<file path="config.mk">
export PLATFORM = sky130hd
export DESIGN_NAME = speed_hold_autothrottle_unit
export DESIGN_NICKNAME = d
export VERILOG_FILES = /design/src/hw/rtl/shat_pkg.sv /design/src/hw/rtl/speed_hold_autothrottle_unit.sv /design/src/hw/rtl/shat_front.sv /design/src/hw/rtl/shat_scale.sv /design/src/hw/rtl/shat_law.sv
export SDC_FILE = /design/constraint.sdc
export NUM_CORES = 2
export LEC_CHECK = 0
export ABC_AREA = 1
export BUFFER_PORTS_ARGS = -buffer_cell sky130_fd_sc_hd__buf_2
export CAP_MARGIN = 40
export CORE_MARGIN = 3
export CORE_UTILIZATION = 60
export DETAILED_ROUTE_END_ITERATION = 16
export GPL_TIMING_DRIVEN = 0
export PLACE_DENSITY = 0.8
export REMOVE_ABC_BUFFERS = 1
export SYNTH_ARGS = -nofsm -noshare
export SYNTH_HDL_FRONTEND = slang
export SYNTH_SLANG_ARGS = --single-unit
</file>
<file path="constraint.sdc">
create_clock -name clk -period 8.7 [get_ports clk]
set_input_delay 1.74 -clock clk [delete_from_list [all_inputs] [get_ports clk]]
set_output_delay 1.74 -clock clk [all_outputs]
set_load 0.01 [all_outputs]
</file>
<file path="src/hw/rtl/shat_pkg.sv">
// ----------------------------------------------------------------------------
// shat_pkg
// shared types and constants of the speed-hold autothrottle
// ----------------------------------------------------------------------------
package shat_pkg;

    // configuration register indexes
    localparam logic [1:0] REG_MIN_SPEED    = 2'd0;
    localparam logic [1:0] REG_MAX_SPEED    = 2'd1;
    localparam logic [1:0] REG_BURNER_DELTA = 2'd2;

    // configuration reset values, 1/16 kt
    localparam logic [13:0] MIN_SPEED_RST    = 14'd3200;
    localparam logic [13:0] MAX_SPEED_RST    = 14'd12800;
    localparam logic [13:0] BURNER_DELTA_RST = 14'd11200;

    // speed limits and error thresholds, 1/16 kt
    localparam logic signed [15:0] TGT_MARGIN  = 16'sd320;
    localparam logic signed [15:0] OVER_BIAS   = 16'sd640;
    localparam logic signed [15:0] IDLE_ERR    = -16'sd800;
    localparam logic signed [15:0] PROP_OFFSET = 16'sd1600;

    // acceleration clip, 1/256 ft/s^2
    localparam logic signed [15:0] ACCEL_CLIP    = 16'sd1280;
    localparam logic signed [11:0] ACCEL_CLIP_12 = 12'sd1280;

    // reciprocals, exact over the operand ranges used
    localparam logic [19:0] PROP_RECIP  = 20'd536871;     // ceil(2^26 / 125)
    localparam int          PROP_SHIFT  = 26;
    localparam logic [16:0] PITCH_RECIP = 17'd69906;      // ceil(2^20 / 15)
    localparam int          PITCH_SHIFT = 20;
    localparam logic [31:0] STEP_RECIP  = 32'd2199023256; // ceil(2^38 / 125)
    localparam int          STEP_SHIFT  = 38;

    // throttle and integrator limits
    localparam logic signed [18:0] THR_FULL  = 19'sd24576; // 1.5 in Q14
    localparam logic signed [18:0] THR_CAP   = 19'sd16220; // 0.99 in Q14
    localparam logic [14:0]        THR_TRACK_MAX = 15'd18404; // cap plus largest stick term
    localparam logic [14:0]        THR_FULL_U    = 15'd24576;
    localparam logic signed [27:0] INTEG_LIM = 28'sd25165824; // 1.5 in Q24

    typedef enum logic [1:0] {
        LAW_IDLE   = 2'd0,
        LAW_BURNER = 2'd1,
        LAW_TRACK  = 2'd2
    } law_t;

    // after target clamp and error
    typedef struct packed {
        law_t               mode;
        logic signed [15:0] err;
        logic signed [15:0] tgt;
        logic               p_neg;
        logic [18:0]        p_mag;
        logic [15:0]        stick_mag;
        logic [15:0]        dt;
    } front_t;

    // after the first multiplies
    typedef struct packed {
        law_t        mode;
        logic        err_pos;
        logic        err_neg;
        logic [17:0] prop;
        logic        p_neg;
        logic [34:0] prod;
        logic [11:0] pitch_add;
        logic        on_speed;
    } scale_t;

    // integrator step ready
    typedef struct packed {
        law_t        mode;
        logic        err_pos;
        logic        err_neg;
        logic [17:0] prop;
        logic        p_neg;
        logic [25:0] step_mag;
        logic [11:0] pitch_add;
        logic        on_speed;
    } step_t;

endpackage

</file>
<file path="src/hw/rtl/speed_hold_autothrottle_unit.sv">
// ----------------------------------------------------------------------------
// speed_hold_autothrottle_unit
// speed-hold autothrottle law, one control tick per request
// ----------------------------------------------------------------------------
// Takes one control tick per request and returns one throttle command with
// an on-speed flag. A new request is taken every clock cycle while the
// result side does not stall; each request passes through the input register,
// clamp/error stage, two multiply stages and the result register. The
// integrator closes in the last stage, so ticks that follow each other
// directly see each other's integrator update. While a result waits,
// requests keep flowing into the empty stages. Configuration writes take
// effect at once and belong between bursts of requests, with the pipeline
// drained.
// ----------------------------------------------------------------------------
module speed_hold_autothrottle_unit (
    input  logic               clk,
    input  logic               rst_n,
    // configuration
    input  logic               cfg_valid,
    output logic               cfg_ready,
    input  logic [1:0]         cfg_index,
    input  logic [13:0]        cfg_data,
    // tick requests
    input  logic               in_valid,
    output logic               in_ready,
    input  logic [13:0]        target_speed,
    input  logic [13:0]        current_speed,
    input  logic signed [15:0] accel,
    input  logic signed [15:0] pitch_stick,
    input  logic               add_pitch,
    input  logic [15:0]        tick_len,
    // throttle results
    output logic               out_valid,
    input  logic               out_ready,
    output logic [14:0]        throttle,
    output logic               on_speed
);
    import shat_pkg::*;

    // configuration registers, 1/16 kt
    logic [13:0] min_speed_reg;
    logic [13:0] max_speed_reg;
    logic [13:0] burner_delta_reg;

    // stage links
    logic   s1_valid;
    logic   s1_ready;
    front_t s1_data;
    logic   s3_valid;
    logic   s3_ready;
    step_t  s3_data;

    // writes are always taken
    assign cfg_ready = 1'b1;

    always_ff @(posedge clk or negedge rst_n)
    begin
        if (!rst_n)
        begin
            min_speed_reg    <= MIN_SPEED_RST;
            max_speed_reg    <= MAX_SPEED_RST;
            burner_delta_reg <= BURNER_DELTA_RST;
        end
        else if (cfg_valid && cfg_ready)
        begin
            unique case (cfg_index)
                REG_MIN_SPEED:    min_speed_reg    <= cfg_data;
                REG_MAX_SPEED:    max_speed_reg    <= cfg_data;
                REG_BURNER_DELTA: burner_delta_reg <= cfg_data;
                default:          ; // unused index, write dropped
            endcase
        end
    end

    // input register, target clamp, error and law choice
    shat_front u_front (
        .clk           (clk),
        .rst_n         (rst_n),
        .in_valid      (in_valid),
        .in_ready      (in_ready),
        .target_speed  (target_speed),
        .current_speed (current_speed),
        .accel         (accel),
        .pitch_stick   (pitch_stick),
        .add_pitch     (add_pitch),
        .tick_len      (tick_len),
        .min_speed     (min_speed_reg),
        .max_speed     (max_speed_reg),
        .burner_delta  (burner_delta_reg),
        .s1_valid      (s1_valid),
        .s1_ready      (s1_ready),
        .s1_data       (s1_data)
    );

    // proportional term, stick term and integrator step by reciprocal multiply
    shat_scale u_scale (
        .clk      (clk),
        .rst_n    (rst_n),
        .s1_valid (s1_valid),
        .s1_ready (s1_ready),
        .s1_data  (s1_data),
        .s3_valid (s3_valid),
        .s3_ready (s3_ready),
        .s3_data  (s3_data)
    );

    // integrator, throttle limits and result register
    shat_law u_law (
        .clk       (clk),
        .rst_n     (rst_n),
        .s3_valid  (s3_valid),
        .s3_ready  (s3_ready),
        .s3_data   (s3_data),
        .out_valid (out_valid),
        .out_ready (out_ready),
        .throttle  (throttle),
        .on_speed  (on_speed)
    );

endmodule

</file>
<file path="src/hw/rtl/shat_front.sv">
// ----------------------------------------------------------------------------
// shat_front
// input register, target clamp, speed error and law selection
// ----------------------------------------------------------------------------
module shat_front (
    input  logic                  clk,
    input  logic                  rst_n,
    input  logic                  in_valid,
    output logic                  in_ready,
    input  logic [13:0]           target_speed,
    input  logic [13:0]           current_speed,
    input  logic signed [15:0]    accel,
    input  logic signed [15:0]    pitch_stick,
    input  logic                  add_pitch,
    input  logic [15:0]           tick_len,
    input  logic [13:0]           min_speed,
    input  logic [13:0]           max_speed,
    input  logic [13:0]           burner_delta,
    output logic                  s1_valid,
    input  logic                  s1_ready,
    output shat_pkg::front_t      s1_data
);
    import shat_pkg::*;

    typedef struct packed {
        logic [13:0]        target_speed;
        logic [13:0]        current_speed;
        logic signed [15:0] accel;
        logic signed [15:0] pitch_stick;
        logic               add_pitch;
        logic [15:0]        tick_len;
    } tick_t;

    logic   in_valid_reg;
    tick_t  raw_reg;
    logic   s1_valid_reg;
    front_t s1_reg;
    front_t s1_next;
    logic   rdy1;

    logic signed [15:0] min_s;
    logic signed [15:0] hi_s;
    logic signed [15:0] tgt_in_s;
    logic signed [15:0] tgt_lo_s;
    logic signed [15:0] cur_s;
    logic signed [15:0] bdelta_s;
    logic signed [15:0] err_s;
    logic signed [15:0] tgt_s;
    logic               over;
    logic signed [11:0] acc_c;
    logic signed [20:0] err_w;
    logic signed [20:0] acc_w;
    logic signed [20:0] p_s;
    logic [20:0]        p_abs;
    logic [15:0]        stick_u;
    logic [15:0]        stick_abs;
    law_t               mode;

    assign rdy1     = !s1_valid_reg || s1_ready;
    assign in_ready = !in_valid_reg || rdy1;
    assign s1_valid = s1_valid_reg;
    assign s1_data  = s1_reg;

    always_comb
    begin
        min_s    = signed'({2'b00, min_speed});
        hi_s     = signed'({2'b00, max_speed}) - TGT_MARGIN;
        tgt_in_s = signed'({2'b00, raw_reg.target_speed});
        cur_s    = signed'({2'b00, raw_reg.current_speed});
        bdelta_s = signed'({2'b00, burner_delta});
        tgt_lo_s = (raw_reg.target_speed < min_speed) ? min_s : tgt_in_s;
        // upper clamp applied second, so it wins on inverted limits
        over     = tgt_lo_s > hi_s;
        tgt_s    = over ? hi_s : tgt_lo_s;
        err_s    = over ? (hi_s - cur_s - OVER_BIAS) : (tgt_lo_s - cur_s);
    end

    always_comb
    begin
        priority if (err_s < IDLE_ERR)
            mode = LAW_IDLE;
        else if (err_s >= bdelta_s)
            mode = LAW_BURNER;
        else
            mode = LAW_TRACK;
    end

    always_comb
    begin
        priority if (raw_reg.accel > ACCEL_CLIP)
            acc_c = ACCEL_CLIP_12;
        else if (raw_reg.accel < -ACCEL_CLIP)
            acc_c = -ACCEL_CLIP_12;
        else
            acc_c = signed'(raw_reg.accel[11:0]);
    end

    // 16*err - 5*a, magnitude fits 19 bits whenever the tracking law runs
    always_comb
    begin
        err_w = {{5{err_s[15]}}, err_s};
        acc_w = {{9{acc_c[11]}}, acc_c};
        p_s   = (err_w <<< 4) - (acc_w <<< 2) - acc_w;
        p_abs = p_s[20] ? unsigned'(-p_s) : unsigned'(p_s);
    end

    always_comb
    begin
        stick_u   = unsigned'(raw_reg.pitch_stick);
        stick_abs = stick_u[15] ? (~stick_u + 16'd1) : stick_u;
    end

    always_comb
    begin
        s1_next.mode      = mode;
        s1_next.err       = err_s;
        s1_next.tgt       = tgt_s;
        s1_next.p_neg     = p_s[20];
        s1_next.p_mag     = p_abs[18:0];
        s1_next.stick_mag = raw_reg.add_pitch ? stick_abs : 16'd0;
        s1_next.dt        = raw_reg.tick_len;
    end

    always_ff @(posedge clk or negedge rst_n)
    begin
        if (!rst_n)
        begin
            in_valid_reg <= 1'b0;
            s1_valid_reg <= 1'b0;
        end
        else
        begin
            if (in_ready)
                in_valid_reg <= in_valid;
            if (rdy1)
                s1_valid_reg <= in_valid_reg;
        end
    end

    always_ff @(posedge clk)
    begin
        if (in_ready && in_valid)
        begin
            raw_reg.target_speed  <= target_speed;
            raw_reg.current_speed <= current_speed;
            raw_reg.accel         <= accel;
            raw_reg.pitch_stick   <= pitch_stick;
            raw_reg.add_pitch     <= add_pitch;
            raw_reg.tick_len      <= tick_len;
        end
        if (rdy1 && in_valid_reg)
            s1_reg <= s1_next;
    end

endmodule

</file>
<file path="src/hw/rtl/shat_scale.sv">
// ----------------------------------------------------------------------------
// shat_scale
// proportional term, integrator step and stick term, two multiply stages
// ----------------------------------------------------------------------------
module shat_scale (
    input  logic             clk,
    input  logic             rst_n,
    input  logic             s1_valid,
    output logic             s1_ready,
    input  shat_pkg::front_t s1_data,
    output logic             s3_valid,
    input  logic             s3_ready,
    output shat_pkg::step_t  s3_data
);
    import shat_pkg::*;

    logic   s2_valid_reg;
    scale_t s2_reg;
    scale_t s2_next;
    logic   s3_valid_reg;
    step_t  s3_reg;
    step_t  s3_next;
    logic   rdy2;
    logic   rdy3;

    logic signed [15:0] v_sum;
    logic [14:0]        v;
    logic [19:0]        x;
    logic [39:0]        pq;
    logic [17:0]        prop;
    logic [32:0]        pp;
    logic [15:0]        aerr;
    logic [17:0]        ten_aerr;
    logic [31:0]        y;
    logic [63:0]        qq;

    assign rdy3     = !s3_valid_reg || s3_ready;
    assign rdy2     = !s2_valid_reg || rdy3;
    assign s1_ready = rdy2;
    assign s3_valid = s3_valid_reg;
    assign s3_data  = s3_reg;

    // (err + 1600) * 1024 / 125 = 8v + floor(24v / 125)
    always_comb
    begin
        v_sum = s1_data.err + PROP_OFFSET;
        v     = unsigned'(v_sum[14:0]);
        x     = {1'b0, v, 4'b0000} + {2'b00, v, 3'b000};
        pq    = 40'(x) * 40'(PROP_RECIP);
        prop  = {v, 3'b000} + {6'd0, pq[PROP_SHIFT+11:PROP_SHIFT]};
    end

    // |stick| / 15
    always_comb
    begin
        pp = 33'(s1_data.stick_mag) * 33'(PITCH_RECIP);
    end

    // on-speed: 10*|err| below the clamped target
    always_comb
    begin
        aerr     = s1_data.err[15] ? unsigned'(-s1_data.err) : unsigned'(s1_data.err);
        ten_aerr = {aerr[14:0], 3'b000} + {2'b00, aerr[14:0], 1'b0};
    end

    always_comb
    begin
        s2_next.mode      = s1_data.mode;
        s2_next.err_pos   = !s1_data.err[15] && (s1_data.err != 16'sd0);
        s2_next.err_neg   = s1_data.err[15];
        s2_next.prop      = prop;
        s2_next.p_neg     = s1_data.p_neg;
        s2_next.prod      = 35'(s1_data.p_mag) * 35'(s1_data.dt);
        s2_next.pitch_add = pp[PITCH_SHIFT+11:PITCH_SHIFT];
        s2_next.on_speed  = !s1_data.tgt[15] && (ten_aerr < {3'b000, s1_data.tgt[14:0]});
    end

    // truncated |prod| / 1000 as (|prod| >> 3) / 125
    always_comb
    begin
        y  = s2_reg.prod[34:3];
        qq = 64'(y) * 64'(STEP_RECIP);
    end

    always_comb
    begin
        s3_next.mode      = s2_reg.mode;
        s3_next.err_pos   = s2_reg.err_pos;
        s3_next.err_neg   = s2_reg.err_neg;
        s3_next.prop      = s2_reg.prop;
        s3_next.p_neg     = s2_reg.p_neg;
        s3_next.step_mag  = qq[STEP_SHIFT+25:STEP_SHIFT];
        s3_next.pitch_add = s2_reg.pitch_add;
        s3_next.on_speed  = s2_reg.on_speed;
    end

    always_ff @(posedge clk or negedge rst_n)
    begin
        if (!rst_n)
        begin
            s2_valid_reg <= 1'b0;
            s3_valid_reg <= 1'b0;
        end
        else
        begin
            if (rdy2)
                s2_valid_reg <= s1_valid;
            if (rdy3)
                s3_valid_reg <= s2_valid_reg;
        end
    end

    always_ff @(posedge clk)
    begin
        if (rdy2 && s1_valid)
            s2_reg <= s2_next;
        if (rdy3 && s2_valid_reg)
            s3_reg <= s3_next;
    end

endmodule

</file>
<file path="src/hw/rtl/shat_law.sv">
// ----------------------------------------------------------------------------
// shat_law
// integrator update, throttle law and result register
// ----------------------------------------------------------------------------
module shat_law (
    input  logic            clk,
    input  logic            rst_n,
    input  logic            s3_valid,
    output logic            s3_ready,
    input  shat_pkg::step_t s3_data,
    output logic            out_valid,
    input  logic            out_ready,
    output logic [14:0]     throttle,
    output logic            on_speed
);
    import shat_pkg::*;

    logic               out_valid_reg;
    logic [14:0]        throttle_reg;
    logic [14:0]        throttle_next;
    logic               on_speed_reg;
    logic signed [25:0] integral_reg;
    logic signed [25:0] integral_next;
    logic               rdy_out;
    logic               fire;

    logic signed [27:0] mag_s;
    logic signed [27:0] step_s;
    logic signed [27:0] sum_s;
    logic signed [27:0] integ_c;
    logic signed [15:0] integ_q14;
    logic signed [18:0] thr_track;
    logic signed [18:0] thr_base;
    logic signed [18:0] thr_sum;

    assign rdy_out   = !out_valid_reg || out_ready;
    assign s3_ready  = rdy_out;
    assign fire      = s3_valid && rdy_out;
    assign out_valid = out_valid_reg;
    assign throttle  = throttle_reg;
    assign on_speed  = on_speed_reg;

    always_comb
    begin
        mag_s  = signed'({2'b00, s3_data.step_mag});
        step_s = s3_data.p_neg ? -mag_s : mag_s;
        sum_s  = {{2{integral_reg[25]}}, integral_reg} + step_s;
        // sign disagreement with the error zeroes the integrator
        priority if (s3_data.err_pos && sum_s < 28'sd0)
            integ_c = 28'sd0;
        else if (s3_data.err_neg && sum_s > 28'sd0)
            integ_c = 28'sd0;
        else if (sum_s > INTEG_LIM)
            integ_c = INTEG_LIM;
        else if (sum_s < -INTEG_LIM)
            integ_c = -INTEG_LIM;
        else
            integ_c = sum_s;
        integral_next = integ_c[25:0];
    end

    always_comb
    begin
        integ_q14 = integ_c[25:10];
        thr_track = signed'({1'b0, s3_data.prop}) + {{3{integ_q14[15]}}, integ_q14};
        if (thr_track > THR_CAP)
            thr_track = THR_CAP;
        unique case (s3_data.mode)
            LAW_IDLE:   thr_base = 19'sd0;
            LAW_BURNER: thr_base = THR_FULL;
            LAW_TRACK:  thr_base = thr_track;
            default:    thr_base = 19'sd0;
        endcase
        thr_sum = thr_base + signed'({7'd0, s3_data.pitch_add});
        priority if (thr_sum > THR_FULL)
            throttle_next = THR_FULL_U;
        else if (thr_sum < 19'sd0)
            throttle_next = 15'd0;
        else
            throttle_next = unsigned'(thr_sum[14:0]);
    end

    always_ff @(posedge clk or negedge rst_n)
    begin
        if (!rst_n)
        begin
            out_valid_reg <= 1'b0;
            integral_reg  <= 26'sd0;
        end
        else
        begin
            if (rdy_out)
                out_valid_reg <= s3_valid;
            if (fire && s3_data.mode == LAW_TRACK)
                integral_reg <= integral_next;
        end
    end

    always_ff @(posedge clk)
    begin
        if (fire)
        begin
            throttle_reg <= throttle_next;
            on_speed_reg <= s3_data.on_speed;
        end
    end

endmodule

</file>
==> flow_summary.toml <==
[run_status]
outcome = "complete, but fails checks"
violations = "setup timing"

[sta]
final-max-slew-violation-count = 0
slew_headroom_pct = 30.6
fmax_mhz = 113
setup_viol = 15
period_share_pct = 102
period_needed_ns = 8.89
final_hold_viol_count = 0
tns_ns = -1.98
tightest_slew_ns = 1.04
rsz0062_at_grt = "yes"
fin_skew_ns = 0.0285
setup_slack_ns = -0.186

[logic_synthesis]
yosys.area.top_type_share_pct = 22.9
ys_seq_elements = 381
synth-simple-area-share_pct = 11.8
yosys-top-cells-area = "fa_1, ha_1, edfxtp_1"
avgSynthCellArea_sq_um = 8.76
ys_types = 63
yosysWarnings = 0
synthMuxAreaShare_pct = 0.0180
netlist_area_sq_mm = 0.0558
synth_top_family_by_area = "adder cells"
synthAdderAreaFrac_pct = 44.6
netlist.top_cell.by_area = "fa_1"
syn_inst = 6364
synthXorXnorAreaFrac_pct = 4.01
synth-compound-area-share_pct = 7.70
yosys_most_used_dff = "edfxtp_1"
synth_most_common_cell = "inv_1"
async_flop_share_pct = 19.2
synth_edf_count = 308
synth_common_cells = "inv_1, nand2_1, ha_1"
synth-seq-area-share_pct = 19.9

[critical_path]
cpLargestDelayFamily = "simple AND/OR/NAND/NOR gates"
cpMostUsedCell = "nand2_2"
cp.required_ns = 9.18
cp-end-kind = "flip-flop"
crit_fanout = 7
start_kind = "flip-flop"
cp_slowest_cell = "edfxtp_1"
critPathArrivalTime_ns = 9.36
crit_buf_inv = 9
crit_type = "flip-flop to flip-flop"
slowest_delay_ns = 0.43

[final_layout]
drive_gt1_share_pct = 10.9
area.growth.synth_to_final_pct = 11.9
largest_reg_flops = 85
postLayoutCoreUtil_pct = 67.9
n_antenna_cell = 0
final_area_sq_mm = 0.0624
nets = 8276

[floorplanning]
die_h_um = 311
initial_core_util_pct = 60.6
core_area_sq_mm = 0.0919
die_w_um = 311
io_pins = 117
die-area_sq_mm = 0.0966
placementRows = 111

[cts]
cts_tree = "yes"
cts_buffer_depth = 3
cts_hold_buffers = 0
clock-sinks = 381
clk_pin_slew_ns = 0.06
clock_latency_ns = 0.65
htree_levels = 2
numCtsBuffers = 45
cts_root_buf = "clkbuf_16"

[drt]
drt_drc_violations_left = 0
vias = 43300
first_pass_iters = 6
dr.first_iter.drc_count = 3304
ant_nets = 0
wirelength_um = 139000
wl_per_cell_um = 17.7
viasPerCell = 5.51

[place]
place_hpwl_um = 108000
io_buffers = 115
place.gp.congestion = 0.964
preCtsSetupSlack_ns = -2.46
placed_cell_area_sq_mm = 0.0578

[global_route]
grt_overflow = 0
antenna_found_initial = 0
grt_first_pass_wirelength_um = 220000
grt_pass1_vias = 43900
grtUsageTotal_pct = 28.1
grt_max_degree = 61

[run]
maxCapViolations = 0

[hold_path]
hp-class = "flip-flop to flip-flop"
-- layout make-up --
| cell class | instances | area, sq um |
|---|---|---|
| Clock buffer | 50 | 1150 |
| Tap cell | 1243 | 1560 |
| Inverter | 1658 | 6230 |
| Clock inverter | 33 | 453 |
| Fill cell | 6918 | 29500 |
| Timing Repair Buffer | 267 | 1980 |
| Multi-Input combinational cell | 4219 | 39900 |
| Timing Repair inverter | 1 | 7.51 |
| Sequential cell | 381 | 11100 |
-- per-layer routing --
| metal | vias to the layer above | part of all wire [%] | global-route usage [%] |
|---|---|---|---|
| met4 | 0 | 3.3 | 8.46 |
| met5 | - | 0 | 0 |
| met2 | 1692 | 47 | 46.2 |
| met1 | 20800 | 42 | 38.1 |
| met3 | 321 | 8.0 | 4.92 |
| li1 | 20400 | - | - |
-- layout by cell type, fill, tap and decap left out, types with 29 or more instances in the layout --
cell type,n
o21ai_0,209
xnor2_1,58
nand4_1,47
nand2_2,60
ha_1,921
buf_4,126
nand2_1,912
o21bai_1,30
fa_1,631
dfrtp_1,61
inv_1,1619
a21oi_2,29
clkbuf_16,45
edfxtp_1,308
inv_2,34
nor2_1,243
xor2_1,169
a21oi_1,292
ha_4,42
nand3_1,123
o21ai_1,41
nor3_1,67
buf_2,116
-- through the flow --
stage / hold slack [ns] / instances
after floorplan: 0.400 / 6257
after global placement: 0.401 / 7615
after detailed placement: 0.405 / 7632
after CTS: 0.412 / 7788
after global routing: 0.423 / 7852
final: 0.416 / 7852
-- cell families (layout without fill, tap and decap cells) --
family,Yosys count,after routing
other,1,1
AND/OR/NAND/NOR,1591,1591
multiplexers,1,1
flip-flops,381,381
AO/OA/AOI/OAI,765,766
buffers and inverters,1765,2009
adder cells (fa/ha/maj),1605,1605
XOR/XNOR,255,255
-- repair_timing --
item / CTS / global route
cloned: 4 / 0
setup buffers: 69 / 65
hold endpoints to repair: 0 / 0
gates resized for setup: 175 / 259
setup endpoints to repair: 24 / 42
pin swaps: 82 / 148
-- final timing paths --
path | from | slack (ns) | cells past startpoint | to
setup / recovery | u_scale.s3_data[13] | -0.19 | 62 | u_law.throttle[10]
hold / removal | u_front.raw_reg[9] | 0.42 | 0 | u_front.s1_data[9]
setup reg to reg | u_scale.s3_data[13] | -0.19 | 62 | u_law.throttle[10]
hold reg to reg | u_front.raw_reg[9] | 0.42 | 0 | u_front.s1_data[9]
max in group asynchronous | rst_n | 7.05 | 2 | burner_delta_reg[6]
min in group asynchronous | rst_n | 0.96 | 1 | u_law.integral_reg[10]
Power is left out: the tool's default activity adds up to more than one toggle a clock period on the data nets, which glitch-free logic cannot reach.
